===== config.mk =====
export PLATFORM = sky130hd
export DESIGN_NAME = firmware_table_structure_walker
export DESIGN_NICKNAME = d
export VERILOG_FILES = /design/src/hw/rtl/ftsw_pkg.sv /design/src/hw/rtl/firmware_table_structure_walker.sv /design/src/hw/rtl/ftsw_ram.sv /design/src/hw/rtl/ftsw_queue.sv /design/src/hw/rtl/ftsw_front.sv /design/src/hw/rtl/ftsw_back.sv
export SDC_FILE = /design/constraint.sdc
export NUM_CORES = 2
export LEC_CHECK = 0
export BUFFER_PORTS_ARGS = -buffer_cell sky130_fd_sc_hd__buf_4
export CAP_MARGIN = 15
export CORE_UTILIZATION = 38
export CTS_BUF_LIST = sky130_fd_sc_hd__clkbuf_8
export CTS_CLUSTER_SIZE = 25
export DETAILED_ROUTE_END_ITERATION = 10
export GPL_TIMING_DRIVEN = 0
export PLACE_DENSITY = 0.59
export SYNTH_ARGS = -nofsm -noshare
export SYNTH_HDL_FRONTEND = slang
export SYNTH_SLANG_ARGS = --single-unit

===== constraint.sdc =====
create_clock -name clk_i -period 9.5 [get_ports clk_i]
set_input_delay 0.475 -clock clk_i [delete_from_list [all_inputs] [get_ports clk_i]]
set_output_delay 0.475 -clock clk_i [all_outputs]
set_load 0.03 [all_outputs]

===== src/hw/rtl/ftsw_pkg.sv =====
package ftsw_pkg;

  // Default width of the byte counter and of every stored offset
  localparam int unsigned OffsetBitsDefault = 24;

  // Type table geometry; the top slot holds the offset of the last header
  localparam int unsigned TypeSlots = 128;
  localparam int unsigned TypeIdxW  = 7;
  localparam logic [TypeIdxW-1:0] EndType = 7'd127;
  localparam logic [7:0]          EndTypeByte = 8'd127;

  // Width of the table length register and of the reported offset
  localparam int unsigned CfgW    = 24;
  localparam int unsigned OutOffW = 24;

  // Configuration port
  localparam int unsigned CfgAddrW = 3;
  localparam int unsigned CfgDataW = 32;
  localparam logic        RegTableLength = 1'b0;

  // Entries of the queue between front and back
  localparam int unsigned QueueDepth = 2;

  // Stream widths
  localparam int unsigned InDataW  = 16;
  localparam int unsigned OutDataW = 64;

  // Operation codes of an input item
  typedef enum logic [1:0] {
    OP_FEED    = 2'd0,
    OP_LOOKUP  = 2'd1,
    OP_RESTART = 2'd2
  } op_e;

  // Result kinds
  typedef enum logic [1:0] {
    KIND_HEADER = 2'd0,
    KIND_END    = 2'd1,
    KIND_LOOKUP = 2'd2
  } kind_e;

  // Reported status
  typedef enum logic [2:0] {
    ST_PARSING = 3'd0,
    ST_MARKER  = 3'd1,
    ST_MISSING = 3'd2,
    ST_TRUNC   = 3'd3,
    ST_EMPTY   = 3'd4
  } status_e;

  // Reason the walk stopped
  typedef enum logic [1:0] {
    FIN_NONE   = 2'd0,
    FIN_MARKER = 2'd1,
    FIN_LAST   = 2'd2,
    FIN_TRUNC  = 2'd3
  } finish_e;

  // Walker phases
  typedef enum logic [2:0] {
    PH_HEADER    = 3'd0,
    PH_FORMATTED = 3'd1,
    PH_STRINGS   = 3'd2,
    PH_PAD       = 3'd3,
    PH_IDLE      = 3'd4
  } walk_phase_e;

  // One classified item as it travels from front to back
  typedef struct packed {
    op_e                 op;
    logic [7:0]          data_byte;
    logic [TypeIdxW-1:0] type_index;
  } item_t;

  // Queue status seen by the front
  typedef struct packed {
    logic full;
  } queue_stat_t;

endpackage


===== src/hw/rtl/firmware_table_structure_walker.sv =====
// Firmware structure table walker. Table bytes, type lookups and restarts
// enter on the slave stream, one item per clock cycle when the result side
// keeps up; a two-entry queue parts the input side from the walker so either
// side may stall on its own. A result passes through the queue register and
// then the result register; a lookup's offset comes from the type table's
// registered read port, loaded together with the result register. Each
// complete header yields a header report, a walk that runs into the table
// end an end-of-data report, and each lookup an answer; other items yield
// nothing. Restart clears the type table at once through per-slot valid bits,
// with no clearing pass. Program table_length over the register port before
// the first byte of a table.
module firmware_table_structure_walker #(
  parameter int unsigned OFFSET_BITS = ftsw_pkg::OffsetBitsDefault
) (
  input  logic                          clk_i,
  input  logic                          rst_ni,
  // Input stream
  input  logic                          s_axis_tvalid,
  output logic                          s_axis_tready,
  input  logic [ftsw_pkg::InDataW-1:0]  s_axis_tdata,   // data_byte[7:0], type_index[14:8]
  input  logic [1:0]                    s_axis_tuser,   // operation[1:0]
  // Result stream
  output logic                          m_axis_tvalid,
  input  logic                          m_axis_tready,
  // struct_type[7:0], struct_handle[23:8], struct_offset[47:24],
  // formatted_length[55:48], first_of_type[56], entry_found[57], parse_status[60:58]
  output logic [ftsw_pkg::OutDataW-1:0] m_axis_tdata,
  output logic [1:0]                    m_axis_tuser,   // kind[1:0]
  // Configuration port
  input  logic                          psel,
  input  logic                          penable,
  input  logic                          pwrite,
  input  logic [ftsw_pkg::CfgAddrW-1:0] paddr,
  input  logic [ftsw_pkg::CfgDataW-1:0] pwdata,
  output logic [ftsw_pkg::CfgDataW-1:0] prdata,
  output logic                          pready
);

  logic                  push, q_valid, q_pop;
  ftsw_pkg::item_t       push_item, q_item;
  ftsw_pkg::queue_stat_t q_stat;
  logic [OFFSET_BITS-1:0] len;

  ftsw_front #(
    .OFFSET_BITS (OFFSET_BITS)
  ) u_front (
    .clk_i         (clk_i),
    .rst_ni        (rst_ni),
    .s_axis_tvalid (s_axis_tvalid),
    .s_axis_tready (s_axis_tready),
    .s_axis_tdata  (s_axis_tdata),
    .s_axis_tuser  (s_axis_tuser),
    .psel          (psel),
    .penable       (penable),
    .pwrite        (pwrite),
    .paddr         (paddr),
    .pwdata        (pwdata),
    .prdata        (prdata),
    .pready        (pready),
    .push_o        (push),
    .push_item_o   (push_item),
    .stat_i        (q_stat),
    .len_o         (len)
  );

  ftsw_queue u_queue (
    .clk_i       (clk_i),
    .rst_ni      (rst_ni),
    .push_i      (push),
    .push_item_i (push_item),
    .stat_o      (q_stat),
    .valid_o     (q_valid),
    .item_o      (q_item),
    .pop_i       (q_pop)
  );

  ftsw_back #(
    .OFFSET_BITS (OFFSET_BITS)
  ) u_back (
    .clk_i         (clk_i),
    .rst_ni        (rst_ni),
    .q_valid_i     (q_valid),
    .q_item_i      (q_item),
    .q_pop_o       (q_pop),
    .len_i         (len),
    .m_axis_tvalid (m_axis_tvalid),
    .m_axis_tready (m_axis_tready),
    .m_axis_tdata  (m_axis_tdata),
    .m_axis_tuser  (m_axis_tuser)
  );

endmodule


===== src/hw/rtl/ftsw_ram.sv =====
module ftsw_ram #(
  parameter int unsigned WIDTH = 24,
  parameter int unsigned DEPTH = 128
) (
  input  logic                     clk_i,
  input  logic                     we_i,
  input  logic [$clog2(DEPTH)-1:0] waddr_i,
  input  logic [WIDTH-1:0]         wdata_i,
  input  logic                     re_i,
  input  logic [$clog2(DEPTH)-1:0] raddr_i,
  output logic [WIDTH-1:0]         rdata_o
);

  logic [WIDTH-1:0] mem_q [DEPTH];
  logic [WIDTH-1:0] rdata_q;

  // Write port
  always_ff @(posedge clk_i) begin
    if (we_i) begin
      mem_q[waddr_i] <= wdata_i;
    end
  end

  // Registered read port, holds while not enabled
  always_ff @(posedge clk_i) begin
    if (re_i) begin
      rdata_q <= mem_q[raddr_i];
    end
  end

  assign rdata_o = rdata_q;

endmodule


===== src/hw/rtl/ftsw_queue.sv =====
module ftsw_queue (
  input  logic                   clk_i,
  input  logic                   rst_ni,
  input  logic                   push_i,
  input  ftsw_pkg::item_t        push_item_i,
  output ftsw_pkg::queue_stat_t  stat_o,
  output logic                   valid_o,
  output ftsw_pkg::item_t        item_o,
  input  logic                   pop_i
);

  localparam int unsigned Depth = ftsw_pkg::QueueDepth;
  localparam int unsigned PtrW  = (Depth > 1) ? $clog2(Depth) : 1;
  localparam int unsigned CntW  = $clog2(Depth + 1);

  ftsw_pkg::item_t entry_q [Depth];
  logic [PtrW-1:0] wr_ptr_q, wr_ptr_d;
  logic [PtrW-1:0] rd_ptr_q, rd_ptr_d;
  logic [CntW-1:0] count_q, count_d;
  logic            do_push, do_pop;

  assign stat_o.full = (count_q == CntW'(Depth));
  assign valid_o     = (count_q != '0);
  assign item_o      = entry_q[rd_ptr_q];
  assign do_push     = push_i && !stat_o.full;
  assign do_pop      = pop_i && valid_o;

  // Advance pointers with wrap and track fill level
  always_comb begin
    wr_ptr_d = wr_ptr_q;
    rd_ptr_d = rd_ptr_q;
    count_d  = count_q;
    if (do_push) begin
      wr_ptr_d = (wr_ptr_q == PtrW'(Depth - 1)) ? '0 : wr_ptr_q + 1'b1;
    end
    if (do_pop) begin
      rd_ptr_d = (rd_ptr_q == PtrW'(Depth - 1)) ? '0 : rd_ptr_q + 1'b1;
    end
    if (do_push && !do_pop) begin
      count_d = count_q + 1'b1;
    end else if (do_pop && !do_push) begin
      count_d = count_q - 1'b1;
    end
  end

  always_ff @(posedge clk_i or negedge rst_ni) begin
    if (!rst_ni) begin
      wr_ptr_q <= '0;
      rd_ptr_q <= '0;
      count_q  <= '0;
    end else begin
      wr_ptr_q <= wr_ptr_d;
      rd_ptr_q <= rd_ptr_d;
      count_q  <= count_d;
    end
  end

  // Store pushed items
  always_ff @(posedge clk_i) begin
    if (do_push) begin
      entry_q[wr_ptr_q] <= push_item_i;
    end
  end

endmodule


===== src/hw/rtl/ftsw_front.sv =====
module ftsw_front #(
  parameter int unsigned OFFSET_BITS = ftsw_pkg::OffsetBitsDefault
) (
  input  logic                          clk_i,
  input  logic                          rst_ni,
  // Input stream
  input  logic                          s_axis_tvalid,
  output logic                          s_axis_tready,
  input  logic [ftsw_pkg::InDataW-1:0]  s_axis_tdata,  // data_byte, type_index, pad
  input  logic [1:0]                    s_axis_tuser,  // operation
  // Configuration port
  input  logic                          psel,
  input  logic                          penable,
  input  logic                          pwrite,
  input  logic [ftsw_pkg::CfgAddrW-1:0] paddr,
  input  logic [ftsw_pkg::CfgDataW-1:0] pwdata,
  output logic [ftsw_pkg::CfgDataW-1:0] prdata,
  output logic                          pready,
  // Toward queue and back
  output logic                          push_o,
  output ftsw_pkg::item_t               push_item_o,
  input  ftsw_pkg::queue_stat_t         stat_i,
  output logic [OFFSET_BITS-1:0]        len_o
);

  localparam int unsigned CfgW = ftsw_pkg::CfgW;
  localparam int unsigned LenW = (OFFSET_BITS > CfgW) ? OFFSET_BITS : CfgW;

  logic [CfgW-1:0] table_length_q;
  logic            cfg_wr;
  logic [LenW-1:0] len_ext, len_max;
  logic            keep;

  // Register access; the register index sits above the byte lanes
  assign pready = 1'b1;
  assign cfg_wr = psel && penable && pwrite && (paddr[2] == ftsw_pkg::RegTableLength);
  assign prdata = (paddr[2] == ftsw_pkg::RegTableLength)
                ? ftsw_pkg::CfgDataW'(table_length_q) : '0;

  always_ff @(posedge clk_i or negedge rst_ni) begin
    if (!rst_ni) begin
      table_length_q <= CfgW'(1);
    end else if (cfg_wr) begin
      table_length_q <= pwdata[CfgW-1:0];
    end
  end

  // Saturate the table length to the largest offset
  assign len_ext = LenW'(table_length_q);
  assign len_max = LenW'({OFFSET_BITS{1'b1}});
  assign len_o   = (len_ext > len_max) ? OFFSET_BITS'(len_max) : OFFSET_BITS'(len_ext);

  // Classify the item; drop undefined operations here
  always_comb begin
    keep                   = 1'b1;
    push_item_o.op         = ftsw_pkg::OP_FEED;
    push_item_o.data_byte  = s_axis_tdata[7:0];
    push_item_o.type_index = s_axis_tdata[8 +: ftsw_pkg::TypeIdxW];
    unique case (s_axis_tuser)
      ftsw_pkg::OP_FEED:    push_item_o.op = ftsw_pkg::OP_FEED;
      ftsw_pkg::OP_LOOKUP:  push_item_o.op = ftsw_pkg::OP_LOOKUP;
      ftsw_pkg::OP_RESTART: push_item_o.op = ftsw_pkg::OP_RESTART;
      default:              keep = 1'b0;
    endcase
  end

  assign s_axis_tready = !stat_i.full;
  assign push_o        = s_axis_tvalid && s_axis_tready && keep;

endmodule


===== src/hw/rtl/ftsw_back.sv =====
module ftsw_back #(
  parameter int unsigned OFFSET_BITS = ftsw_pkg::OffsetBitsDefault
) (
  input  logic                          clk_i,
  input  logic                          rst_ni,
  // From queue
  input  logic                          q_valid_i,
  input  ftsw_pkg::item_t               q_item_i,
  output logic                          q_pop_o,
  input  logic [OFFSET_BITS-1:0]        len_i,
  // Result stream
  output logic                          m_axis_tvalid,
  input  logic                          m_axis_tready,
  // type, handle, offset, formatted_length, first_of_type, entry_found,
  // parse_status, pad
  output logic [ftsw_pkg::OutDataW-1:0] m_axis_tdata,
  output logic [1:0]                    m_axis_tuser   // kind
);

  localparam int unsigned OW   = OFFSET_BITS;
  localparam int unsigned OffW = ftsw_pkg::OutOffW;
  localparam int unsigned IdxW = ftsw_pkg::TypeIdxW;

  // Walker state
  ftsw_pkg::walk_phase_e     phase_q, phase_d;
  ftsw_pkg::finish_e         finished_q, finished_d;
  logic [OW-1:0]             byte_count_q, byte_count_d;
  logic [OW-1:0]             header_start_q, header_start_d;
  logic [OW-1:0]             area_end_q, area_end_d;
  logic [OW-1:0]             last_hdr_q, last_hdr_d;
  logic [7:0]                cur_type_q, cur_type_d;
  logic [7:0]                cur_len_q, cur_len_d;
  logic [7:0]                handle_lo_q, handle_lo_d;
  logic [1:0]                hdr_idx_q, hdr_idx_d;
  logic                      str_first_q, str_first_d;
  logic                      prev_zero_q, prev_zero_d;
  logic                      any_hdr_q, any_hdr_d;
  logic [ftsw_pkg::TypeSlots-1:0] type_valid_q, type_valid_d;

  // Result register
  logic                      out_valid_q, out_valid_d;
  ftsw_pkg::kind_e           kind_q;
  logic [7:0]                type_q, flen_q;
  logic [15:0]               handle_q;
  logic [OffW-1:0]           offset_q;
  logic                      first_q, found_q;
  ftsw_pkg::status_e         status_q;

  // Events of this cycle
  logic                      fire, feed_ev, look_ev, rst_ev, byte_live, walk_ev;
  logic                      past_end, last_byte, near_end, trunc, short_len;
  logic                      hdr_ev, end_ev, first_hit, res_ev;
  logic [OW:0]               next_pos_w, area_sum;
  logic [OW-1:0]             next_pos;
  logic [7:0]                eff, b;
  ftsw_pkg::finish_e         fin_hdr;
  ftsw_pkg::status_e         cur_status;

  // Type table
  logic                      ram_we;
  logic [IdxW-1:0]           ram_waddr;
  logic [OW-1:0]             ram_wdata, ram_rdata;

  // Take an item when the result register is free or being drained
  assign fire    = q_valid_i && (!out_valid_q || m_axis_tready);
  assign q_pop_o = fire;
  assign feed_ev = fire && (q_item_i.op == ftsw_pkg::OP_FEED);
  assign look_ev = fire && (q_item_i.op == ftsw_pkg::OP_LOOKUP);
  assign rst_ev  = fire && (q_item_i.op == ftsw_pkg::OP_RESTART);
  assign b       = q_item_i.data_byte;

  // Shared position arithmetic
  assign byte_live  = feed_ev && (finished_q == ftsw_pkg::FIN_NONE);
  assign past_end   = (byte_count_q >= len_i);
  assign walk_ev    = byte_live && !past_end;
  assign next_pos_w = {1'b0, byte_count_q} + (OW+1)'(1);
  assign next_pos   = next_pos_w[OW-1:0];
  assign last_byte  = (next_pos_w == {1'b0, len_i});
  assign near_end   = (({1'b0, header_start_q} + (OW+1)'(4)) >= {1'b0, len_i});

  // Header checks; a length below four walks as four
  assign short_len = (cur_len_q <= 8'd4);
  assign eff       = short_len ? 8'd4 : cur_len_q;
  assign area_sum  = {1'b0, header_start_q} + (OW+1)'(eff);
  assign trunc     = (area_sum > {1'b0, len_i});
  assign hdr_ev    = walk_ev && (phase_q == ftsw_pkg::PH_HEADER) && (hdr_idx_q == 2'd3);
  assign fin_hdr   = trunc ? ftsw_pkg::FIN_TRUNC
                   : (cur_type_q == ftsw_pkg::EndTypeByte) ? ftsw_pkg::FIN_MARKER
                   : ftsw_pkg::FIN_NONE;
  assign first_hit = !trunc && !cur_type_q[7] && (cur_type_q != ftsw_pkg::EndTypeByte)
                   && !type_valid_q[cur_type_q[IdxW-1:0]];
  assign end_ev    = byte_live && (past_end || (!hdr_ev && last_byte));
  assign res_ev    = hdr_ev || end_ev || look_ev;

  assign cur_status = ((finished_q == ftsw_pkg::FIN_LAST) && !any_hdr_q)
                    ? ftsw_pkg::ST_EMPTY : ftsw_pkg::status_e'({1'b0, finished_q});

  // Next walker phase
  always_comb begin
    phase_d = phase_q;
    if (rst_ev) begin
      phase_d = ftsw_pkg::PH_HEADER;
    end else if (walk_ev) begin
      unique case (phase_q)
        ftsw_pkg::PH_HEADER: begin
          if ((hdr_idx_q == 2'd0) && near_end) begin
            phase_d = ftsw_pkg::PH_IDLE;
          end else if ((hdr_idx_q == 2'd3) && (fin_hdr == ftsw_pkg::FIN_NONE)) begin
            phase_d = short_len ? ftsw_pkg::PH_STRINGS : ftsw_pkg::PH_FORMATTED;
          end
        end
        ftsw_pkg::PH_FORMATTED: begin
          if (next_pos == area_end_q) phase_d = ftsw_pkg::PH_STRINGS;
        end
        ftsw_pkg::PH_STRINGS: begin
          if (str_first_q) begin
            if (b == 8'd0) phase_d = ftsw_pkg::PH_PAD;
          end else if ((b == 8'd0) && prev_zero_q) begin
            phase_d = ftsw_pkg::PH_HEADER;
          end
        end
        ftsw_pkg::PH_PAD:  phase_d = ftsw_pkg::PH_HEADER;
        ftsw_pkg::PH_IDLE: phase_d = ftsw_pkg::PH_IDLE;
        default:           phase_d = phase_q;
      endcase
    end
  end

  // Walker datapath and table updates
  always_comb begin
    finished_d     = finished_q;
    byte_count_d   = byte_count_q;
    header_start_d = header_start_q;
    area_end_d     = area_end_q;
    last_hdr_d     = last_hdr_q;
    cur_type_d     = cur_type_q;
    cur_len_d      = cur_len_q;
    handle_lo_d    = handle_lo_q;
    hdr_idx_d      = hdr_idx_q;
    str_first_d    = str_first_q;
    prev_zero_d    = prev_zero_q;
    any_hdr_d      = any_hdr_q;
    type_valid_d   = type_valid_q;
    if (rst_ev) begin
      finished_d     = ftsw_pkg::FIN_NONE;
      byte_count_d   = '0;
      header_start_d = '0;
      area_end_d     = '0;
      last_hdr_d     = '0;
      cur_type_d     = '0;
      cur_len_d      = '0;
      handle_lo_d    = '0;
      hdr_idx_d      = '0;
      str_first_d    = 1'b1;
      prev_zero_d    = 1'b0;
      any_hdr_d      = 1'b0;
      type_valid_d   = '0;
    end else begin
      if (walk_ev) begin
        byte_count_d = next_pos;
        unique case (phase_q)
          ftsw_pkg::PH_HEADER: begin
            unique case (hdr_idx_q)
              2'd0: begin
                if (!near_end) begin
                  cur_type_d = b;
                  hdr_idx_d  = 2'd1;
                end
              end
              2'd1: begin
                cur_len_d = b;
                hdr_idx_d = 2'd2;
              end
              2'd2: begin
                handle_lo_d = b;
                hdr_idx_d   = 2'd3;
              end
              default: begin
                hdr_idx_d  = 2'd0;
                any_hdr_d  = 1'b1;
                last_hdr_d = header_start_q;
                finished_d = fin_hdr;
                if (first_hit) type_valid_d[cur_type_q[IdxW-1:0]] = 1'b1;
                if (fin_hdr != ftsw_pkg::FIN_NONE) type_valid_d[ftsw_pkg::EndType] = 1'b1;
                if (fin_hdr == ftsw_pkg::FIN_NONE) begin
                  if (short_len) begin
                    str_first_d = 1'b1;
                    prev_zero_d = 1'b0;
                  end else begin
                    area_end_d = area_sum[OW-1:0];
                  end
                end
              end
            endcase
          end
          ftsw_pkg::PH_FORMATTED: begin
            if (next_pos == area_end_q) begin
              str_first_d = 1'b1;
              prev_zero_d = 1'b0;
            end
          end
          ftsw_pkg::PH_STRINGS: begin
            if (str_first_q) begin
              str_first_d = 1'b0;
              if (b != 8'd0) prev_zero_d = 1'b0;
            end else if ((b == 8'd0) && prev_zero_q) begin
              header_start_d = next_pos;
              hdr_idx_d      = 2'd0;
            end else begin
              prev_zero_d = (b == 8'd0);
            end
          end
          ftsw_pkg::PH_PAD: begin
            header_start_d = next_pos;
            hdr_idx_d      = 2'd0;
          end
          default: begin
          end
        endcase
      end
      // Close the walk at the table end
      if (end_ev) begin
        finished_d = ftsw_pkg::FIN_LAST;
        if (any_hdr_q) type_valid_d[ftsw_pkg::EndType] = 1'b1;
      end
    end
  end

  // One table write per item at most
  assign ram_we    = (hdr_ev && (first_hit || (fin_hdr != ftsw_pkg::FIN_NONE)))
                  || (end_ev && any_hdr_q);
  assign ram_waddr = (hdr_ev && first_hit) ? cur_type_q[IdxW-1:0] : ftsw_pkg::EndType;
  assign ram_wdata = hdr_ev ? header_start_q : last_hdr_q;

  ftsw_ram #(
    .WIDTH (OW),
    .DEPTH (ftsw_pkg::TypeSlots)
  ) u_type_table (
    .clk_i   (clk_i),
    .we_i    (ram_we),
    .waddr_i (ram_waddr),
    .wdata_i (ram_wdata),
    .re_i    (look_ev),
    .raddr_i (q_item_i.type_index),
    .rdata_o (ram_rdata)
  );

  // Result valid: set on a new result, drop once taken
  always_comb begin
    out_valid_d = out_valid_q;
    if (res_ev) begin
      out_valid_d = 1'b1;
    end else if (m_axis_tready) begin
      out_valid_d = 1'b0;
    end
  end

  always_ff @(posedge clk_i or negedge rst_ni) begin
    if (!rst_ni) begin
      phase_q        <= ftsw_pkg::PH_HEADER;
      finished_q     <= ftsw_pkg::FIN_NONE;
      byte_count_q   <= '0;
      header_start_q <= '0;
      area_end_q     <= '0;
      last_hdr_q     <= '0;
      cur_type_q     <= '0;
      cur_len_q      <= '0;
      handle_lo_q    <= '0;
      hdr_idx_q      <= '0;
      str_first_q    <= 1'b1;
      prev_zero_q    <= 1'b0;
      any_hdr_q      <= 1'b0;
      type_valid_q   <= '0;
      out_valid_q    <= 1'b0;
    end else begin
      phase_q        <= phase_d;
      finished_q     <= finished_d;
      byte_count_q   <= byte_count_d;
      header_start_q <= header_start_d;
      area_end_q     <= area_end_d;
      last_hdr_q     <= last_hdr_d;
      cur_type_q     <= cur_type_d;
      cur_len_q      <= cur_len_d;
      handle_lo_q    <= handle_lo_d;
      hdr_idx_q      <= hdr_idx_d;
      str_first_q    <= str_first_d;
      prev_zero_q    <= prev_zero_d;
      any_hdr_q      <= any_hdr_d;
      type_valid_q   <= type_valid_d;
      out_valid_q    <= out_valid_d;
    end
  end

  // Load the result payload; lookup offsets come from the table read port
  always_ff @(posedge clk_i) begin
    if (res_ev) begin
      kind_q   <= ftsw_pkg::KIND_LOOKUP;
      type_q   <= '0;
      handle_q <= '0;
      offset_q <= '0;
      flen_q   <= '0;
      first_q  <= 1'b0;
      found_q  <= 1'b0;
      status_q <= cur_status;
      if (hdr_ev) begin
        kind_q   <= ftsw_pkg::KIND_HEADER;
        type_q   <= cur_type_q;
        handle_q <= {b, handle_lo_q};
        offset_q <= OffW'(header_start_q);
        flen_q   <= cur_len_q;
        first_q  <= first_hit;
        status_q <= ftsw_pkg::status_e'({1'b0, fin_hdr});
      end else if (end_ev) begin
        kind_q   <= ftsw_pkg::KIND_END;
        offset_q <= OffW'(last_hdr_q);
        status_q <= any_hdr_q ? ftsw_pkg::ST_MISSING : ftsw_pkg::ST_EMPTY;
      end else begin
        found_q  <= type_valid_q[q_item_i.type_index];
      end
    end
  end

  logic [OffW-1:0] offset_out;
  assign offset_out = (kind_q == ftsw_pkg::KIND_LOOKUP)
                    ? (found_q ? OffW'(ram_rdata) : '0) : offset_q;

  assign m_axis_tvalid = out_valid_q;
  assign m_axis_tuser  = kind_q;
  assign m_axis_tdata  = {3'b000, status_q, found_q, first_q, flen_q,
                          offset_out, handle_q, type_q};

  // A finished walk stays finished until a restart
  assert property (@(posedge clk_i) disable iff (!rst_ni)
    (finished_q != ftsw_pkg::FIN_NONE) && !rst_ev |=> (finished_q != ftsw_pkg::FIN_NONE))
    else $error("walk left finished state without restart");

  // The table write port never meets a lookup read
  assert property (@(posedge clk_i) disable iff (!rst_ni)
    !(ram_we && look_ev))
    else $error("table write and lookup in the same cycle");

  // Header byte index only advances inside the header phase
  assert property (@(posedge clk_i) disable iff (!rst_ni)
    (hdr_idx_q != 2'd0) |-> (phase_q == ftsw_pkg::PH_HEADER))
    else $error("header index set outside header phase");

  // The end slot is recorded only once some header was seen
  assert property (@(posedge clk_i) disable iff (!rst_ni)
    type_valid_q[ftsw_pkg::EndType] |-> any_hdr_q)
    else $error("end slot recorded without any header");

endmodule


==> results.py <==
metrics = {
    "status": {
        "status": "completed",
    },
    "clock_tree": {
        "clk_pin_slew_worst_paths_ns": 0.06,
        "htree_num_levels": 6,
        "clock_latency_ns": 1.20,
        "cts_sinks": 3480,
        "root_buffer": "clkbuf_8",
        "cts_tree": "yes",
        "cts_buffer_depth": 4,
        "cts_buffers": 579,
    },
    "placed_design": {
        "pre_cts_ws_ns": -0.0242,
        "hpwl_um": 291000,
        "portBuffers": 136,
        "gp_congestion": 0.980,
        "dp_cells": 13200,
    },
    "logic_synthesis": {
        "avgSynthCellArea_um2": 17.7,
        "synthFlopType": "edfxtp_1",
        "ys_seq_area_share_pct": 72.7,
        "synthArstFlopShare_pct": 8.25,
        "synth-edff-count": 3193,
        "ys_seq_elements": 3480,
        "synth.distinct_cells": 96,
        "ys_warn_count": 0,
        "synthesis.area_um2": 142000,
        "syn_inst": 7994,
    },
    "critical_path": {
        "r2r_start": "u_back.cur_len_q[4]",
        "worstPathArrival_ns": 10.25,
        "end_kind": "flip-flop",
        "cp_num_buf_inv": 2,
        "critical-path-max-stage-delay_ns": 0.92,
        "path_delay_family": "simple AND/OR/NAND/NOR gates",
        "required_ns": 10.30,
        "startpoint": "u_back.cur_len_q[4]",
        "worstSetupPathType": "reg -> reg",
        "startpoint_type": "flip-flop",
        "cp_slowest_cell": "nor2_4",
        "crit_fanout": 24,
        "path_cells": "or4_1, nor2_1, nand2_1, nand2_1, inv_1, ha_1, a21o_1, a21oi_1, o21bai_1, a31o_2, a41oi_1, nor3_1, xor2_1, ha_1, nand3_1, or4_1, or4_4, a211oi_4, nand4_2, nor3_1, nand2_2, buf_2, nor2_4",
    },
    "finish": {
        "nFillCells": 32400,
        "regArea_um2": 103000,
        "fin_cells": 14300,
        "final_common_cell": "edfxtp_1",
        "multiInputGateArea_um2": 37400,
        "area_growth_pct": 15.2,
        "final_cell_mix": "3,193 x edfxtp_1, 1,062 x nand2_1, 815 x mux4_2, 599 x clkbuf_8, 288 x clkbuf_1",
        "drive_gt1_share_pct": 23.4,
        "fin_nets": 9034,
    },
    "timing": {
        "layout_min_cycle_time_ns": 9.44,
        "fin_crit_sh_pct": 99.4,
        "fin_skew_ns": 0.0643,
        "maxSlewHeadroom_pct": 12.0,
        "hold_viol_final": 0,
        "holdWs_ns": 0.0864,
        "setup_slack_ns": 0.0580,
        "finalSetupViolCount": 0,
        "max_freq_ghz": 0.106,
        "drv_slew": 0,
        "worst_pin_slew_ns": 1.32,
        "setup_tns_ns": 0,
        "grt_setup_unrepaired": "true",
    },
    "hold_path": {
        "holdCritPathClass": "in -> reg",
        "min_from": "s_axis_tdata[12]",
    },
    "drt": {
        "drtPass1Iterations": 6,
        "first_iter_violations": 10600,
        "postRouteAntennaNets": 0,
        "routed_wl_um": 439000,
        "via_per_inst": 5.71,
        "drc": 0,
        "post_drt_wl_per_cell_um": 30.7,
        "vias": 81600,
    },
    "floorplan": {
        "coreArea_um2": 370000,
        "start_util_pct": 38.3,
        "rows": 223,
        "die_h_um": 613,
        "fp.dieW_um": 613,
        "top_level_ports": 161,
        "fp.dieArea_um2": 376000,
    },
    "global_route": {
        "grt.total_usage_pct": 23.0,
        "grt_pass1_wl_um": 610000,
        "grt_max_degree": 122,
        "grt_pass1_vias": 80900,
        "grt_antenna_before_repair": 28,
        "gr-total-overflow": 0,
    },
    "power": {
        "p_leak_nw": 58.5,
        "vdd_ir_drop_max_v": 0.000150,
        "power_per_cell_area_nw_per_um2": 250,
        "finalPower_mw": 40.8,
    },
    "job": {
        "timing.max_cap.violations": 0,
    },
}
==> where the power goes <==
group / leakage, nW / internal [mW] / switching (mW) / total (mW)
Sequential: 37.3 / 16.9 / 0.217 / 17.1
Combinational: 15.2 / 3.65 / 7.86 / 11.5
Clock: 6.02 / 6.09 / 6.13 / 12.2
Total: 58.5 / 26.6 / 14.2 / 40.8
==> flip-flops by register name (all words and copies together) (netlist names), 16 cells and up <==
| register | count |
|---|---|
| u_back.area_end_q | 24 |
| u_back.byte_count_q | 24 |
| u_back.handle_q | 16 |
| u_back.header_start_q | 24 |
| u_back.last_hdr_q | 24 |
| u_back.offset_q | 24 |
| u_back.type_valid_q | 128 |
| u_back.u_type_table.mem_q | 3072 |
| u_back.u_type_table.rdata_o | 24 |
| u_front.len_ext | 24 |
| u_queue.entry_q | 34 |
==> stage by stage <==
step	util [%]	instance area [um^2]
after global placement	40.3	149000
final	44.1	163000
after floorplan	-	142000
after global routing	44.1	163000
after CTS	44.1	163000
after detailed placement	41.0	152000
==> what timing repair did <==
| item | CTS | global route |
|---|---|---|
| gates resized for setup | 1 | 13 |
| setup endpoints to repair | 10 | 548 |
| setup buffers | 0 | 0 |
| pin swaps | 0 | 15 |
| hold endpoints to repair | 331 | 0 |
| cloned | 0 | 3 |
| hold buffers | 80 | 0 |
==> worst register-to-register path, delay by kind of cell (launching register included) <==
family	cells	cell delay, ns
and+or+nand+nor	12	5.06
AOI/OAI and AO/OA	6	1.91
buffers and inverters	2	0.78
adders and majority gates	2	0.62
DFF	1	0.49
xor gates and xnor gates	1	0.19
==> worst paths after layout <==
kind / endpoint / slack [ns] / depth (start not counted)
worst max-delay path: u_back.u_type_table.mem_q[78][2] / 0.06 / 23
worst min-delay path: u_queue.entry_q[1][4] / 0.09 / 2
worst max register to register: u_back.u_type_table.mem_q[78][2] / 0.06 / 23
worst min register to register: u_back.type_valid_q[50] / 0.50 / 2
max in group asynchronous: u_back.type_valid_q[99] / 8.15 / 5
min in group asynchronous: u_back.byte_count_q[12] / 0.37 / 4
==> metal layers <==
metal | part of all wire (%) | vias up | global-route usage, %
met1 | 40 | 42800 | 31.0
met3 | 9.4 | 788 | 4.81
met4 | 4.9 | 4 | 10.3
li1 | - | 33700 | -
met2 | 46 | 4287 | 35.9
met5 | 0.0066 | - | 0
==> Yosys cell counts, types with 20 or more instances <==
cell type,instances,area (um^2)
xor2_1,43,377
a31oi_1,86,538
o21ai_0,193,966
dfrtp_1,285,7130
clkbuf_1,299,1120
nand2_1,1066,4000
mux2i_1,57,571
o41ai_1,43,377
nand2b_1,27,169
nor2_1,277,1040
buf_4,24,180
mux2_2,77,867
mux4_2,815,18400
ha_1,87,1090
and3_1,118,738
inv_1,85,319
and2_1,49,307
a22oi_1,23,173
buf_1,78,293
nor3_1,72,360
o41ai_2,20,325
a211oi_1,38,285
a22o_1,27,236
a221oi_1,35,307
nor2b_1,24,150
a311oi_1,74,648
nand3_1,202,1010
o31ai_1,28,210
xnor2_1,72,631
a21oi_1,103,515
buf_2,142,711
nand4_1,40,250
edfxtp_1,3193,95900
==> cells by family (layout without fill, tap and decap cells) <==
kind of cell / count (synthesis) / count (layout) / share of synthesized area [%]
AND/OR/NAND/NOR: 1947 / 1950 / 6.09
buffers and inverters: 631 / 1944 / 1.86
adder cells (fa/ha/maj): 89 / 89 / 0.789
XOR/XNOR: 117 / 117 / 0.743
other: 2 / 25 / 0.00530
AO/OA/AOI/OAI: 778 / 778 / 3.89
multiplexers: 950 / 950 / 14.0
flip-flops: 3480 / 3480 / 72.7
==> area by class of cell <==
class | instances | share of cell area (%)
flip-flops and latches | 3480 | 63.1
multi-input cells | 3896 | 22.9
repair buffers | 298 | 2.24
well taps | 4950 | 3.79
diodes | 13 | 0.0199
plain buffers | 543 | 1.42
inverters | 88 | 0.208
clock inverters | 416 | 1.29
clock buffers | 599 | 5.05
(Power assumes the default switching activity.)
